===== src/rtl/core/lst_pkg.sv =====
// ----------------------------------------------------------------------------
// Lane segment tracker package
// Shared widths, register indexes, reset values and channel payload types.
// ----------------------------------------------------------------------------
package lst_pkg;

   localparam int COORD_BITS     = 11;
   localparam int SLOPE_BITS     = 12;
   localparam int Q10_BITS       = 10;
   localparam int COUNT_BITS     = 16;
   localparam int FRAME_DECIMATION = 3;
   localparam int CSR_INDEX_BITS = 2;
   localparam int CSR_DATA_BITS  = 12;

   // configuration register indexes
   localparam logic [CSR_INDEX_BITS-1:0] CSR_MIDDLE_COLUMN  = 2'd0;
   localparam logic [CSR_INDEX_BITS-1:0] CSR_BOTTOM_ROW     = 2'd1;
   localparam logic [CSR_INDEX_BITS-1:0] CSR_SLOPE_LOW_Q10  = 2'd2;
   localparam logic [CSR_INDEX_BITS-1:0] CSR_SLOPE_HIGH_Q10 = 2'd3;

   localparam logic [COORD_BITS-1:0] MIDDLE_COLUMN_RESET  = 11'd625;
   localparam logic [COORD_BITS-1:0] BOTTOM_ROW_RESET     = 11'd510;
   localparam logic [SLOPE_BITS-1:0] SLOPE_LOW_RESET      = 12'd591;
   localparam logic [SLOPE_BITS-1:0] SLOPE_HIGH_RESET     = 12'd1220;

   localparam logic [COORD_BITS-1:0] LEFT_TOP_X_RESET     = 11'd537;
   localparam logic [COORD_BITS-1:0] LEFT_TOP_Y_RESET     = 11'd430;
   localparam logic [COORD_BITS-1:0] RIGHT_TOP_X_RESET    = 11'd765;
   localparam logic [COORD_BITS-1:0] RIGHT_TOP_Y_RESET    = 11'd430;
   localparam logic [COORD_BITS-1:0] LEFT_BOTTOM_X_RESET  = 11'd415;
   localparam logic [COORD_BITS-1:0] RIGHT_BOTTOM_X_RESET = 11'd870;

   typedef struct packed {
      logic                  action;
      logic [COORD_BITS-1:0] start_x;
      logic [COORD_BITS-1:0] start_y;
      logic [COORD_BITS-1:0] end_x;
      logic [COORD_BITS-1:0] end_y;
   } lst_req_type;

   typedef struct packed {
      logic [COORD_BITS-1:0] left_top_x;
      logic [COORD_BITS-1:0] left_top_y;
      logic [COORD_BITS-1:0] right_top_x;
      logic [COORD_BITS-1:0] right_top_y;
      logic [COORD_BITS-1:0] left_bottom_x;
      logic [COORD_BITS-1:0] left_bottom_y;
      logic [COORD_BITS-1:0] right_bottom_x;
      logic [COORD_BITS-1:0] right_bottom_y;
   } lst_rsp_type;

endpackage


===== src/rtl/core/lst_slope.sv =====
// ----------------------------------------------------------------------------
// Lane segment tracker slope window check
// Bit-serial multiply of dx by both Q10 bounds, then a strict window compare
// against dy scaled by 1024.
// ----------------------------------------------------------------------------
module lst_slope #(
   parameter int COORD_BITS = lst_pkg::COORD_BITS
) (
   input  logic                           clock,
   input  logic                           reset,
   input  logic                           start,
   input  logic [COORD_BITS-1:0]          dx,
   input  logic [COORD_BITS-1:0]          dy,
   input  logic [lst_pkg::SLOPE_BITS-1:0] slope_low,
   input  logic [lst_pkg::SLOPE_BITS-1:0] slope_high,
   output logic                           done,
   output logic                           pass
);

   localparam int SB       = lst_pkg::SLOPE_BITS;
   localparam int PW       = SB + COORD_BITS;
   localparam int CNT_BITS = $clog2(COORD_BITS + 1);
   localparam logic [CNT_BITS-1:0] LAST_STEP = CNT_BITS'(COORD_BITS - 1);

   logic                  busy_ff, busy_in;
   logic                  cmp_ff, cmp_in;
   logic                  done_ff, done_in;
   logic                  pass_ff, pass_in;
   logic [CNT_BITS-1:0]   cnt_ff, cnt_in;
   logic [COORD_BITS-1:0] dx_sr_ff, dx_sr_in;
   logic [COORD_BITS-1:0] dy_ff, dy_in;
   logic [SB-1:0]         lo_hi_ff, lo_hi_in;
   logic [COORD_BITS-1:0] lo_lo_ff, lo_lo_in;
   logic [SB-1:0]         hi_hi_ff, hi_hi_in;
   logic [COORD_BITS-1:0] hi_lo_ff, hi_lo_in;

   logic [SB:0]           sum_lo;
   logic [SB:0]           sum_hi;
   logic [PW-1:0]         scaled;
   logic [PW-1:0]         prod_lo;
   logic [PW-1:0]         prod_hi;

   always_comb begin
      sum_lo  = {1'b0, lo_hi_ff} + (dx_sr_ff[0] ? {1'b0, slope_low}  : '0);
      sum_hi  = {1'b0, hi_hi_ff} + (dx_sr_ff[0] ? {1'b0, slope_high} : '0);
      scaled  = PW'({dy_ff, {lst_pkg::Q10_BITS{1'b0}}});
      prod_lo = {lo_hi_ff, lo_lo_ff};
      prod_hi = {hi_hi_ff, hi_lo_ff};

      busy_in  = busy_ff;
      cmp_in   = 1'b0;
      done_in  = 1'b0;
      pass_in  = pass_ff;
      cnt_in   = cnt_ff;
      dx_sr_in = dx_sr_ff;
      dy_in    = dy_ff;
      lo_hi_in = lo_hi_ff;
      lo_lo_in = lo_lo_ff;
      hi_hi_in = hi_hi_ff;
      hi_lo_in = hi_lo_ff;

      if (start) begin
         busy_in  = 1'b1;
         cnt_in   = '0;
         dx_sr_in = dx;
         dy_in    = dy;
         lo_hi_in = '0;
         lo_lo_in = '0;
         hi_hi_in = '0;
         hi_lo_in = '0;
      end else if (busy_ff) begin
         // shift the low product bit out of each accumulator
         lo_hi_in = sum_lo[SB:1];
         lo_lo_in = {sum_lo[0], lo_lo_ff[COORD_BITS-1:1]};
         hi_hi_in = sum_hi[SB:1];
         hi_lo_in = {sum_hi[0], hi_lo_ff[COORD_BITS-1:1]};
         dx_sr_in = {1'b0, dx_sr_ff[COORD_BITS-1:1]};
         cnt_in   = cnt_ff + CNT_BITS'(1);
         if (cnt_ff == LAST_STEP) begin
            busy_in = 1'b0;
            cmp_in  = 1'b1;
         end
      end

      if (cmp_ff) begin
         pass_in = (scaled > prod_lo) && (scaled < prod_hi);
         done_in = 1'b1;
      end
   end

   always_ff @(posedge clock) begin
      if (reset) begin
         busy_ff <= 1'b0;
         cmp_ff  <= 1'b0;
         done_ff <= 1'b0;
         pass_ff <= 1'b0;
         cnt_ff  <= '0;
      end else begin
         busy_ff <= busy_in;
         cmp_ff  <= cmp_in;
         done_ff <= done_in;
         pass_ff <= pass_in;
         cnt_ff  <= cnt_in;
      end
      dx_sr_ff <= dx_sr_in;
      dy_ff    <= dy_in;
      lo_hi_ff <= lo_hi_in;
      lo_lo_ff <= lo_lo_in;
      hi_hi_ff <= hi_hi_in;
      hi_lo_ff <= hi_lo_in;
   end

   assign done = done_ff;
   assign pass = pass_ff;

endmodule


===== src/rtl/core/lst_avg.sv =====
// ----------------------------------------------------------------------------
// Lane segment tracker running average unit
// Computes floor((held * count + fresh) / (count + 1)) with a bit-serial
// shift-add multiply followed by a restoring divide, one bit per cycle.
// ----------------------------------------------------------------------------
module lst_avg #(
   parameter int COORD_BITS = lst_pkg::COORD_BITS,
   parameter int COUNT_BITS = lst_pkg::COUNT_BITS
) (
   input  logic                  clock,
   input  logic                  reset,
   input  logic                  start,
   input  logic [COORD_BITS-1:0] held,
   input  logic [COORD_BITS-1:0] fresh,
   input  logic [COUNT_BITS-1:0] count,
   output logic                  done,
   output logic [COORD_BITS-1:0] result
);

   localparam int HW       = (COORD_BITS > COUNT_BITS) ? COORD_BITS : COUNT_BITS;
   localparam int CNT_BITS = $clog2(COORD_BITS + 1);
   localparam logic [CNT_BITS-1:0] LAST_STEP = CNT_BITS'(COORD_BITS - 1);

   localparam logic [1:0] AV_IDLE = 2'd0;
   localparam logic [1:0] AV_MUL  = 2'd1;
   localparam logic [1:0] AV_DIV  = 2'd2;

   logic [1:0]            state_ff, state_in;
   logic                  done_ff, done_in;
   logic [CNT_BITS-1:0]   cnt_ff, cnt_in;
   logic [COORD_BITS-1:0] held_sr_ff, held_sr_in;
   logic [COUNT_BITS-1:0] mcand_ff, mcand_in;
   logic [COUNT_BITS:0]   divisor_ff, divisor_in;
   logic [HW-1:0]         hi_ff, hi_in;
   logic [COORD_BITS-1:0] lo_ff, lo_in;

   logic [HW:0]           sum;
   logic [HW:0]           rem2;
   logic [HW:0]           divisor_ext;
   logic [HW:0]           diff;
   logic                  ge;

   always_comb begin
      sum         = {1'b0, hi_ff} + (held_sr_ff[0] ? (HW+1)'(mcand_ff) : '0);
      rem2        = {hi_ff, lo_ff[COORD_BITS-1]};
      divisor_ext = (HW+1)'(divisor_ff);
      ge          = rem2 >= divisor_ext;
      diff        = rem2 - divisor_ext;

      state_in   = state_ff;
      done_in    = 1'b0;
      cnt_in     = cnt_ff;
      held_sr_in = held_sr_ff;
      mcand_in   = mcand_ff;
      divisor_in = divisor_ff;
      hi_in      = hi_ff;
      lo_in      = lo_ff;

      unique case (state_ff)
         AV_IDLE: begin
            if (start) begin
               // seed the accumulator with fresh so the product comes out as held*count+fresh
               state_in   = AV_MUL;
               cnt_in     = '0;
               held_sr_in = held;
               mcand_in   = count;
               divisor_in = {1'b0, count} + (COUNT_BITS+1)'(1);
               hi_in      = HW'(fresh);
               lo_in      = '0;
            end
         end
         AV_MUL: begin
            hi_in      = sum[HW:1];
            lo_in      = {sum[0], lo_ff[COORD_BITS-1:1]};
            held_sr_in = {1'b0, held_sr_ff[COORD_BITS-1:1]};
            cnt_in     = cnt_ff + CNT_BITS'(1);
            if (cnt_ff == LAST_STEP) begin
               state_in = AV_DIV;
               cnt_in   = '0;
            end
         end
         AV_DIV: begin
            // quotient stays below 2^COORD_BITS, so the high half starts below the divisor
            hi_in  = ge ? diff[HW-1:0] : rem2[HW-1:0];
            lo_in  = {lo_ff[COORD_BITS-2:0], ge};
            cnt_in = cnt_ff + CNT_BITS'(1);
            if (cnt_ff == LAST_STEP) begin
               state_in = AV_IDLE;
               done_in  = 1'b1;
            end
         end
         default: begin
            state_in = AV_IDLE;
         end
      endcase
   end

   always_ff @(posedge clock) begin
      if (reset) begin
         state_ff <= AV_IDLE;
         done_ff  <= 1'b0;
         cnt_ff   <= '0;
      end else begin
         state_ff <= state_in;
         done_ff  <= done_in;
         cnt_ff   <= cnt_in;
      end
      held_sr_ff <= held_sr_in;
      mcand_ff   <= mcand_in;
      divisor_ff <= divisor_in;
      hi_ff      <= hi_in;
      lo_ff      <= lo_in;
   end

   assign done   = done_ff;
   assign result = lo_ff;

endmodule


===== src/rtl/core/lane_segment_tracker.sv =====
// ----------------------------------------------------------------------------
// Lane segment tracker
// Keeps a four-corner lane polygon from Hough line segments and frame markers.
// ----------------------------------------------------------------------------
// Usage:
//   req_* carries one transaction per frame marker or line segment; the block
//   raises req_stall while it works on a transaction. rsp_* returns all eight
//   polygon corners for every transaction; hold rsp_stall high to back-pressure.
//   csr_* writes the middle column, bottom row and the two Q10 slope bounds;
//   csr_ready is always high, write only while no transaction is in flight.
// Flow:
//   Markers and ignored segments go straight to the emit state. A used
//   segment adds a bit-serial slope check and zero to two running averages,
//   run one after another on one shared multiply/divide unit. The emit state
//   loads the result into the output register once that register is free.
//   The next transaction is taken once the result sits in the output
//   register, even while the receiver still stalls it.
// Reset:
//   Synchronous; restores the default registers, the default polygon, clears
//   the averaging counts and waits for the FRAME_DECIMATION-th frame marker.
// ----------------------------------------------------------------------------
module lane_segment_tracker #(
   parameter int COUNT_BITS       = lst_pkg::COUNT_BITS,
   parameter int FRAME_DECIMATION = lst_pkg::FRAME_DECIMATION
) (
   input  logic                               clock,
   input  logic                               reset,
   input  logic                               req_valid,
   output logic                               req_stall,
   input  lst_pkg::lst_req_type               req_data,
   output logic                               rsp_valid,
   input  logic                               rsp_stall,
   output lst_pkg::lst_rsp_type               rsp_data,
   input  logic                               csr_valid,
   output logic                               csr_ready,
   input  logic [lst_pkg::CSR_INDEX_BITS-1:0] csr_index,
   input  logic [lst_pkg::CSR_DATA_BITS-1:0]  csr_data
);

   localparam int CB         = lst_pkg::COORD_BITS;
   localparam int SB         = lst_pkg::SLOPE_BITS;
   localparam int PHASE_BITS = $clog2(FRAME_DECIMATION + 1);
   localparam logic [PHASE_BITS-1:0] PHASE_LIMIT = PHASE_BITS'(FRAME_DECIMATION);

   localparam logic [2:0] ST_IDLE     = 3'd0;
   localparam logic [2:0] ST_SLOPE    = 3'd1;
   localparam logic [2:0] ST_AVG_GO   = 3'd2;
   localparam logic [2:0] ST_AVG_WAIT = 3'd3;
   localparam logic [2:0] ST_EMIT     = 3'd4;

   // averaging slots
   localparam logic [1:0] SLOT_RIGHT_TOP_Y    = 2'd0;
   localparam logic [1:0] SLOT_LEFT_BOTTOM_X  = 2'd1;
   localparam logic [1:0] SLOT_RIGHT_BOTTOM_X = 2'd2;

   logic [2:0]            state_ff, state_in;
   logic [PHASE_BITS-1:0] phase_ff, phase_in;
   logic                  active_ff, active_in;

   logic [CB-1:0]         middle_ff, middle_in;
   logic [CB-1:0]         bottom_ff, bottom_in;
   logic [SB-1:0]         slope_low_ff, slope_low_in;
   logic [SB-1:0]         slope_high_ff, slope_high_in;

   logic [CB-1:0]         ltx_ff, ltx_in;
   logic [CB-1:0]         lty_ff, lty_in;
   logic [CB-1:0]         rtx_ff, rtx_in;
   logic [CB-1:0]         rty_ff, rty_in;
   logic [CB-1:0]         lbx_ff, lbx_in;
   logic [CB-1:0]         rbx_ff, rbx_in;
   logic [COUNT_BITS-1:0] counts_ff [3];
   logic [COUNT_BITS-1:0] counts_in [3];

   logic [CB-1:0]         x1_ff, x1_in;
   logic [CB-1:0]         y1_ff, y1_in;
   logic [CB-1:0]         x2_ff, x2_in;
   logic [CB-1:0]         y2_ff, y2_in;

   logic                  job0_en_ff, job0_en_in;
   logic [1:0]            job0_slot_ff, job0_slot_in;
   logic [CB-1:0]         job0_fresh_ff, job0_fresh_in;
   logic                  job1_en_ff, job1_en_in;
   logic [1:0]            job1_slot_ff, job1_slot_in;
   logic [CB-1:0]         job1_fresh_ff, job1_fresh_in;

   logic                  rsp_valid_ff, rsp_valid_in;
   lst_pkg::lst_rsp_type  rsp_data_ff, rsp_data_in;

   logic [PHASE_BITS-1:0] phase_next;
   logic                  seg_ordered;
   logic [CB-1:0]         seg_dx;
   logic [CB-1:0]         seg_dy;
   logic                  slope_start;
   logic                  slope_done;
   logic                  slope_pass;
   logic                  avg_start;
   logic                  avg_done;
   logic [CB-1:0]         avg_result;
   logic [CB-1:0]         avg_held;
   logic [COUNT_BITS-1:0] avg_count;
   logic [COUNT_BITS-1:0] avg_count_next;
   logic                  side_right;
   logic                  side_left;

   lst_slope #(
      .COORD_BITS (CB)
   ) u_slope (
      .clock      (clock),
      .reset      (reset),
      .start      (slope_start),
      .dx         (seg_dx),
      .dy         (seg_dy),
      .slope_low  (slope_low_ff),
      .slope_high (slope_high_ff),
      .done       (slope_done),
      .pass       (slope_pass)
   );

   lst_avg #(
      .COORD_BITS (CB),
      .COUNT_BITS (COUNT_BITS)
   ) u_avg (
      .clock  (clock),
      .reset  (reset),
      .start  (avg_start),
      .held   (avg_held),
      .fresh  (job0_fresh_ff),
      .count  (avg_count),
      .done   (avg_done),
      .result (avg_result)
   );

   assign csr_ready = 1'b1;
   assign req_stall = (state_ff != ST_IDLE);
   assign rsp_valid = rsp_valid_ff;
   assign rsp_data  = rsp_data_ff;

   // held value and count of the slot at the head of the job list
   always_comb begin
      unique case (job0_slot_ff)
         SLOT_RIGHT_TOP_Y: begin
            avg_held  = rty_ff;
            avg_count = counts_ff[0];
         end
         SLOT_LEFT_BOTTOM_X: begin
            avg_held  = lbx_ff;
            avg_count = counts_ff[1];
         end
         SLOT_RIGHT_BOTTOM_X: begin
            avg_held  = rbx_ff;
            avg_count = counts_ff[2];
         end
         default: begin
            avg_held  = rty_ff;
            avg_count = counts_ff[0];
         end
      endcase
      avg_count_next = (avg_count != {COUNT_BITS{1'b1}}) ?
                       avg_count + COUNT_BITS'(1) : avg_count;
   end

   always_comb begin
      phase_next  = phase_ff + PHASE_BITS'(1);
      seg_ordered = req_data.start_x < req_data.end_x;
      seg_dx      = req_data.end_x - req_data.start_x;
      seg_dy      = (req_data.start_y > req_data.end_y) ?
                    req_data.start_y - req_data.end_y :
                    req_data.end_y - req_data.start_y;
      side_right  = (x1_ff > middle_ff) && (x2_ff > middle_ff);
      side_left   = (x1_ff < middle_ff) && (x2_ff < middle_ff);

      state_in      = state_ff;
      phase_in      = phase_ff;
      active_in     = active_ff;
      middle_in     = middle_ff;
      bottom_in     = bottom_ff;
      slope_low_in  = slope_low_ff;
      slope_high_in = slope_high_ff;
      ltx_in        = ltx_ff;
      lty_in        = lty_ff;
      rtx_in        = rtx_ff;
      rty_in        = rty_ff;
      lbx_in        = lbx_ff;
      rbx_in        = rbx_ff;
      counts_in     = counts_ff;
      x1_in         = x1_ff;
      y1_in         = y1_ff;
      x2_in         = x2_ff;
      y2_in         = y2_ff;
      job0_en_in    = job0_en_ff;
      job0_slot_in  = job0_slot_ff;
      job0_fresh_in = job0_fresh_ff;
      job1_en_in    = job1_en_ff;
      job1_slot_in  = job1_slot_ff;
      job1_fresh_in = job1_fresh_ff;
      rsp_valid_in  = rsp_valid_ff && rsp_stall;
      rsp_data_in   = rsp_data_ff;
      slope_start   = 1'b0;
      avg_start     = 1'b0;

      if (csr_valid) begin
         unique case (csr_index)
            lst_pkg::CSR_MIDDLE_COLUMN:  middle_in     = csr_data[CB-1:0];
            lst_pkg::CSR_BOTTOM_ROW:     bottom_in     = csr_data[CB-1:0];
            lst_pkg::CSR_SLOPE_LOW_Q10:  slope_low_in  = csr_data[SB-1:0];
            lst_pkg::CSR_SLOPE_HIGH_Q10: slope_high_in = csr_data[SB-1:0];
         endcase
      end

      unique case (state_ff)
         ST_IDLE: begin
            if (req_valid) begin
               x1_in = req_data.start_x;
               y1_in = req_data.start_y;
               x2_in = req_data.end_x;
               y2_in = req_data.end_y;
               if (!req_data.action) begin
                  if (phase_next >= PHASE_LIMIT) begin
                     phase_in  = '0;
                     active_in = 1'b1;
                  end else begin
                     phase_in  = phase_next;
                     active_in = 1'b0;
                  end
                  state_in = ST_EMIT;
               end else if (active_ff && seg_ordered) begin
                  slope_start = 1'b1;
                  state_in    = ST_SLOPE;
               end else begin
                  state_in = ST_EMIT;
               end
            end
         end
         ST_SLOPE: begin
            if (slope_done) begin
               job0_en_in = 1'b0;
               job1_en_in = 1'b0;
               if (slope_pass && side_right) begin
                  if (y1_ff > y2_ff) begin
                     rtx_in        = x2_ff;
                     rty_in        = y2_ff;
                     job0_en_in    = bottom_ff < y1_ff;
                     job0_slot_in  = SLOT_RIGHT_BOTTOM_X;
                     job0_fresh_in = x1_ff;
                  end else begin
                     // top y averages first, then the bottom x if the end is below
                     rtx_in        = x1_ff;
                     job0_en_in    = 1'b1;
                     job0_slot_in  = SLOT_RIGHT_TOP_Y;
                     job0_fresh_in = y1_ff;
                     job1_en_in    = bottom_ff < y2_ff;
                     job1_slot_in  = SLOT_RIGHT_BOTTOM_X;
                     job1_fresh_in = x2_ff;
                  end
               end else if (slope_pass && side_left) begin
                  if (y1_ff < y2_ff) begin
                     ltx_in        = x1_ff;
                     lty_in        = y1_ff;
                     job0_en_in    = bottom_ff < y2_ff;
                     job0_slot_in  = SLOT_LEFT_BOTTOM_X;
                     job0_fresh_in = x2_ff;
                  end else begin
                     ltx_in        = x2_ff;
                     lty_in        = y2_ff;
                     job0_en_in    = bottom_ff < y1_ff;
                     job0_slot_in  = SLOT_LEFT_BOTTOM_X;
                     job0_fresh_in = x1_ff;
                  end
               end
               state_in = job0_en_in ? ST_AVG_GO : ST_EMIT;
            end
         end
         ST_AVG_GO: begin
            avg_start = 1'b1;
            state_in  = ST_AVG_WAIT;
         end
         ST_AVG_WAIT: begin
            if (avg_done) begin
               unique case (job0_slot_ff)
                  SLOT_RIGHT_TOP_Y: begin
                     rty_in       = avg_result;
                     counts_in[0] = avg_count_next;
                  end
                  SLOT_LEFT_BOTTOM_X: begin
                     lbx_in       = avg_result;
                     counts_in[1] = avg_count_next;
                  end
                  SLOT_RIGHT_BOTTOM_X: begin
                     rbx_in       = avg_result;
                     counts_in[2] = avg_count_next;
                  end
                  default: begin
                     rty_in = rty_ff;
                  end
               endcase
               // advance the job list
               if (job1_en_ff) begin
                  job0_en_in    = 1'b1;
                  job0_slot_in  = job1_slot_ff;
                  job0_fresh_in = job1_fresh_ff;
                  job1_en_in    = 1'b0;
                  state_in      = ST_AVG_GO;
               end else begin
                  job0_en_in = 1'b0;
                  state_in   = ST_EMIT;
               end
            end
         end
         ST_EMIT: begin
            if (!rsp_valid_ff || !rsp_stall) begin
               rsp_valid_in                = 1'b1;
               rsp_data_in.left_top_x      = ltx_ff;
               rsp_data_in.left_top_y      = lty_ff;
               rsp_data_in.right_top_x     = rtx_ff;
               rsp_data_in.right_top_y     = rty_ff;
               rsp_data_in.left_bottom_x   = lbx_ff;
               rsp_data_in.left_bottom_y   = bottom_ff;
               rsp_data_in.right_bottom_x  = rbx_ff;
               rsp_data_in.right_bottom_y  = bottom_ff;
               state_in                    = ST_IDLE;
            end
         end
         default: begin
            state_in = ST_IDLE;
         end
      endcase
   end

   always_ff @(posedge clock) begin
      if (reset) begin
         state_ff      <= ST_IDLE;
         phase_ff      <= '0;
         active_ff     <= 1'b0;
         middle_ff     <= lst_pkg::MIDDLE_COLUMN_RESET;
         bottom_ff     <= lst_pkg::BOTTOM_ROW_RESET;
         slope_low_ff  <= lst_pkg::SLOPE_LOW_RESET;
         slope_high_ff <= lst_pkg::SLOPE_HIGH_RESET;
         ltx_ff        <= lst_pkg::LEFT_TOP_X_RESET;
         lty_ff        <= lst_pkg::LEFT_TOP_Y_RESET;
         rtx_ff        <= lst_pkg::RIGHT_TOP_X_RESET;
         rty_ff        <= lst_pkg::RIGHT_TOP_Y_RESET;
         lbx_ff        <= lst_pkg::LEFT_BOTTOM_X_RESET;
         rbx_ff        <= lst_pkg::RIGHT_BOTTOM_X_RESET;
         counts_ff[0]  <= '0;
         counts_ff[1]  <= '0;
         counts_ff[2]  <= '0;
         job0_en_ff    <= 1'b0;
         job1_en_ff    <= 1'b0;
         rsp_valid_ff  <= 1'b0;
      end else begin
         state_ff      <= state_in;
         phase_ff      <= phase_in;
         active_ff     <= active_in;
         middle_ff     <= middle_in;
         bottom_ff     <= bottom_in;
         slope_low_ff  <= slope_low_in;
         slope_high_ff <= slope_high_in;
         ltx_ff        <= ltx_in;
         lty_ff        <= lty_in;
         rtx_ff        <= rtx_in;
         rty_ff        <= rty_in;
         lbx_ff        <= lbx_in;
         rbx_ff        <= rbx_in;
         counts_ff     <= counts_in;
         job0_en_ff    <= job0_en_in;
         job1_en_ff    <= job1_en_in;
         rsp_valid_ff  <= rsp_valid_in;
      end
      x1_ff         <= x1_in;
      y1_ff         <= y1_in;
      x2_ff         <= x2_in;
      y2_ff         <= y2_in;
      job0_slot_ff  <= job0_slot_in;
      job0_fresh_ff <= job0_fresh_in;
      job1_slot_ff  <= job1_slot_in;
      job1_fresh_ff <= job1_fresh_in;
      rsp_data_ff   <= rsp_data_in;
   end

   a_slope_done_in_slope: assert property (@(posedge clock) disable iff (reset)
      slope_done |-> (state_ff == ST_SLOPE))
      else $error("slope result arrived outside the slope check state");

   a_avg_done_in_wait: assert property (@(posedge clock) disable iff (reset)
      avg_done |-> (state_ff == ST_AVG_WAIT))
      else $error("average result arrived outside the average wait state");

   a_emit_completes: assert property (@(posedge clock) disable iff (reset)
      ((state_ff == ST_EMIT) && !(rsp_valid_ff && rsp_stall))
      |=> (rsp_valid_ff && (state_ff == ST_IDLE)))
      else $error("result not loaded when the output register was free");

   a_counts_never_wrap: assert property (@(posedge clock) disable iff (reset)
      1'b1 |=> ((counts_ff[0] >= $past(counts_ff[0])) &&
                (counts_ff[1] >= $past(counts_ff[1])) &&
                (counts_ff[2] >= $past(counts_ff[2]))))
      else $error("averaging count decreased or wrapped");

endmodule


===== config.mk =====
export PLATFORM = sky130hd
export DESIGN_NAME = lane_segment_tracker
export DESIGN_NICKNAME = d
export VERILOG_FILES = /design/src/rtl/core/lst_pkg.sv /design/src/rtl/core/lst_slope.sv /design/src/rtl/core/lst_avg.sv /design/src/rtl/core/lane_segment_tracker.sv
export SDC_FILE = /design/constraint.sdc
export NUM_CORES = 1
export LEC_CHECK = 0
export ABC_AREA = 1
export BUFFER_PORTS_ARGS = -buffer_cell sky130_fd_sc_hd__clkbuf_2
export CAP_MARGIN = 10
export CORE_MARGIN = 10
export CORE_UTILIZATION = 62
export DETAILED_ROUTE_END_ITERATION = 10
export PLACE_DENSITY = 0.93
export SYNTH_ARGS = -nofsm -noshare
export SYNTH_HDL_FRONTEND = slang
export SYNTH_SLANG_ARGS = --single-unit

===== constraint.sdc =====
create_clock -name clock -period 5.4 [get_ports clock]
set_input_delay 0.54 -clock clock [delete_from_list [all_inputs] [get_ports clock]]
set_output_delay 0.54 -clock clock [all_outputs]
set_load 0.01 [all_outputs]

==> summary.txt <==
Max-slew headroom -> 15.97%
EDFF count, synth -> 238
# fillers -> 2846
Arrival time of data at the critical path endpoint -> 3.92 ns
Placed cell count -> 3524
Worst-case hold slack -> 0.1380 ns
Longest Clk Path Bufs -> 3
Mapped Nets -> 3190
FF-to-FF path depth -> 13
Synth Warn # -> 0
Static power due to leakage -> 12.77 nW
Placed Area -> 0.02590 mm²
Setup TNS -> 0 ns
Number of max-slew violations in the final report -> 0
Period minus WS final -> 3.416 ns
Router iterations before antenna repair -> 6
Critical path type -> flip-flop to flip-flop
Worst min-delay path startpoint -> req_data[42]
Proportion of synthesized flip-flops having asynchronous set or reset -> 0%
Non-filler instance count after layout -> 3616
Areal power density over the cells -> 387.7 mW/mm²
Register bit total from synthesis -> 467
Share of the cycle needed by the critical path after routing -> 63.27%
Element type at the critical path start -> flip-flop
Cells taking the most area after synthesis -> edfxtp_1 29%, dfxtp_1 18%, nand2_1 9.2%
Highest attainable clock frequency -> 292.7 MHz
Clk_skew -> 0.02413 ns
End point of the critical path -> counts_ff[17]$_SDFFE_PP0P_
CTS Buf Count -> 48
Worst setup slack before clock tree synthesis -> 2.113 ns
Std cell rows -> 73
Max VDD drop -> 0.0002776 V
Least-Margin Pin Slew -> 1.260 ns
Width of the chip -> 220.4 µm
Unique cell type count in the Yosys netlist -> 61
Depth of the worst hold-timing path -> 1
Max Cap Viol -> 0
Residual DRC -> 0
Post-synthesis area per instance -> 8.460 µm²
Maximum fanout count along the critical path -> 24
Type of the worst min-delay path -> primary input to flip-flop
Total standard cell area after synthesis -> 0.02490 mm²
PnR Total Power -> 10.70 mW
Register Area -> 0.01173 mm²
Per-cell routed wire length -> 20.39 µm
Final Net Count -> 3298
Ys flop type -> edfxtp_1
Count of port buffers added during placement -> 153
Overall global routing resource usage -> 29.88%
Number of cells produced by synthesis -> 2943
Postcts setup bufs -> 0
Remaining global-route overflow -> 0
Fraction of layout instances using a drive strength above 1 -> 11.23%
Share of synthesized area occupied by flip-flops and latches -> 47.12%
Die outline area -> 0.04858 mm²
Relative area change from synthesis to final layout -> 10.84%
I/O pin cnt -> 155
Sinks on the clock net -> 467
Detailed-route via count -> 21960
HPWL Detailed -> 52.40 mm
Total setup violations reported at the end of the flow -> 0
Critical Path RT -> 5.90 ns
Hold Vio Cnt, Final -> 0
1st-iter DRT viols -> 2530
Vias per inst -> 6.072
Crit path capture type -> flip-flop
Initial cell density of the core -> 62.67%
Share of the core filled with cells -> 69.46%
Area share of the largest cell type after synthesis -> 28.70%
Multi-input combinational cell area -> 0.01107 mm²
Reg2reg start -> job0_slot_ff[0]$_SDFFCE_PP0P_
Sum of routed wire length over all layers -> 73.73 mm
Number of global-route vias before repair -> 21870
Yosys top cell by area -> edfxtp_1
Routability congestion estimate from global placement -> 1.045
Least setup slack across all paths after layout -> 1.984 ns
Number of antenna violations at the first check in global routing -> 1
Largest net degree at the start of global routing -> 79
Post-CTS Hold Fix Bufs -> 0
Outcome -> finished clean
Unrepaired setup endpoints after global routing -> false
Maximum level of the CTS H-tree -> 2
Number of routed nets with antenna violations -> 0
Worst setup path startpoint -> job0_slot_ff[0]$_SDFFCE_PP0P_
Clock root buffer master -> clkbuf_16
First-pass GRT wire length -> 114.9 mm
# resized after CTS -> 0
Skew-Pair Late Insertion Delay -> 0.61 ns
Minimum setup slack among reg-to-reg paths -> 1.98 ns
Worst r2r dst -> counts_ff[17]$_SDFFE_PP0P_
Die outline height -> 220.4 µm
Clock tree from TritonCTS -> built
Core area -> 0.03973 mm²
Register clock-pin slew on the reported worst setup and hold paths -> 0.07 ns
Post-route cell area -> 0.02760 mm²
-- layout make-up --
cell class,count,area share (%)
inverters,414,5.631
multi-input cells,1948,40.11
well taps,525,2.380
repair buffers,172,3.364
clock inverters,26,0.9974
clock buffers,63,5.005
flip-flops and latches,467,42.51
diodes,1,0.009067
-- how the worst min path moves through the flow --
| stage | endpoint | slack, ns |
|---|---|---|
| floorplan | rsp_data[56]$_DFFE_PP_ | 0.40 |
| global placement | rsp_data[65]$_DFFE_PP_ | 0.41 |
| detailed placement | rsp_data[56]$_DFFE_PP_ | 0.41 |
| CTS | x1_ff[9]$_DFFE_PP_ | 0.12 |
| global route | x1_ff[9]$_DFFE_PP_ | 0.13 |
| finish | x1_ff[9]$_DFFE_PP_ | 0.14 |
-- sequential cells by signal (all words and copies together), names as in the netlist, 12 cells and up --
register,count
counts_ff,48
u_avg.hi_ff,16
rsp_data,77
u_slope.hi_hi_ff,12
slope_low_ff,12
u_slope.lo_hi_ff,12
slope_high_ff,12
u_avg.mcand_ff,16
u_avg.divisor_ext,17
-- cell families after synthesis --
family                   share of synthesized area, %
flip-flops                                      47.12
other                                         0.01506
AO/OA/AOI/OAI                                   13.65
adder cells (fa/ha/maj)                         9.407
AND/OR/NAND/NOR                                 19.06
XOR/XNOR                                        2.216
buffers and inverters                           8.533
-- where the power goes --
part | internal [mW] | total (mW) | switching, mW
Combinational | 0.873 | 2.75 | 1.88
Clock | 1.98 | 3.47 | 1.50
Sequential | 4.16 | 4.47 | 0.312
-- cell usage after synthesis (10+ instances only) --
cell	count
nor2_1	249
inv_1	389
xor2_1	40
edfxtp_1	238
nand2_1	612
o211ai_1	29
dfxtp_1	229
buf_4	22
a21o_1	14
a21oi_1	200
o21ai_0	173
o21ai_1	47
inv_2	24
xnor2_1	23
ha_1	176
clkbuf_1	61
nor2_2	10
buf_2	18
nand3_1	138
a22oi_1	34
nand4_1	17
nor3_1	22
o21ai_2	13
a31oi_1	24
nand2_2	12
-- cell usage in the layout (no fill, tap or decap), drive strengths merged, types with 7 or more instances in the layout --
master and n:
nor2 263, a21o 14, nand3b 8, a21oi 202, clkbuf 216, o21ai 233, or2 8, o21a 8
a31oi 24, buf 19, ha 176, xnor2 23, a221oi 7, edfxtp 238, a211oi 8, xor2 40
nor4 10, fa 7, clkinv 14, a22o 9, nand3 145, nand4 17, nand2 625, o211ai 30
inv 417, nor3 31, a22oi 34, dfxtp 229
-- layer usage --
layer | routed length (µm) | GRT usage [%] | share of wire (%)
met2 | 35240 | 49.68 | 48
met3 | 6996 | 6.637 | 9.5
met1 | 25790 | 33.61 | 35
met4 | 5703 | 21.39 | 7.7
met5 | 0 | 0 | 0
-- worst max-delay path, cell delays in order (launching register included) --
cell	delay (ns)
edfxtp_1	0.41
inv_1	0.11
ha_1	1.00
inv_2	0.28
o21ai_2	0.24
o21ai_2	0.11
nor2_1	0.13
nand3_2	0.15
nor2_2	0.20
nand2_4	0.18
nand2_1	0.13
o21ai_2	0.10
o21ai_1	0.19
inv_1	0.06
Power figures use the tool's default switching activity.
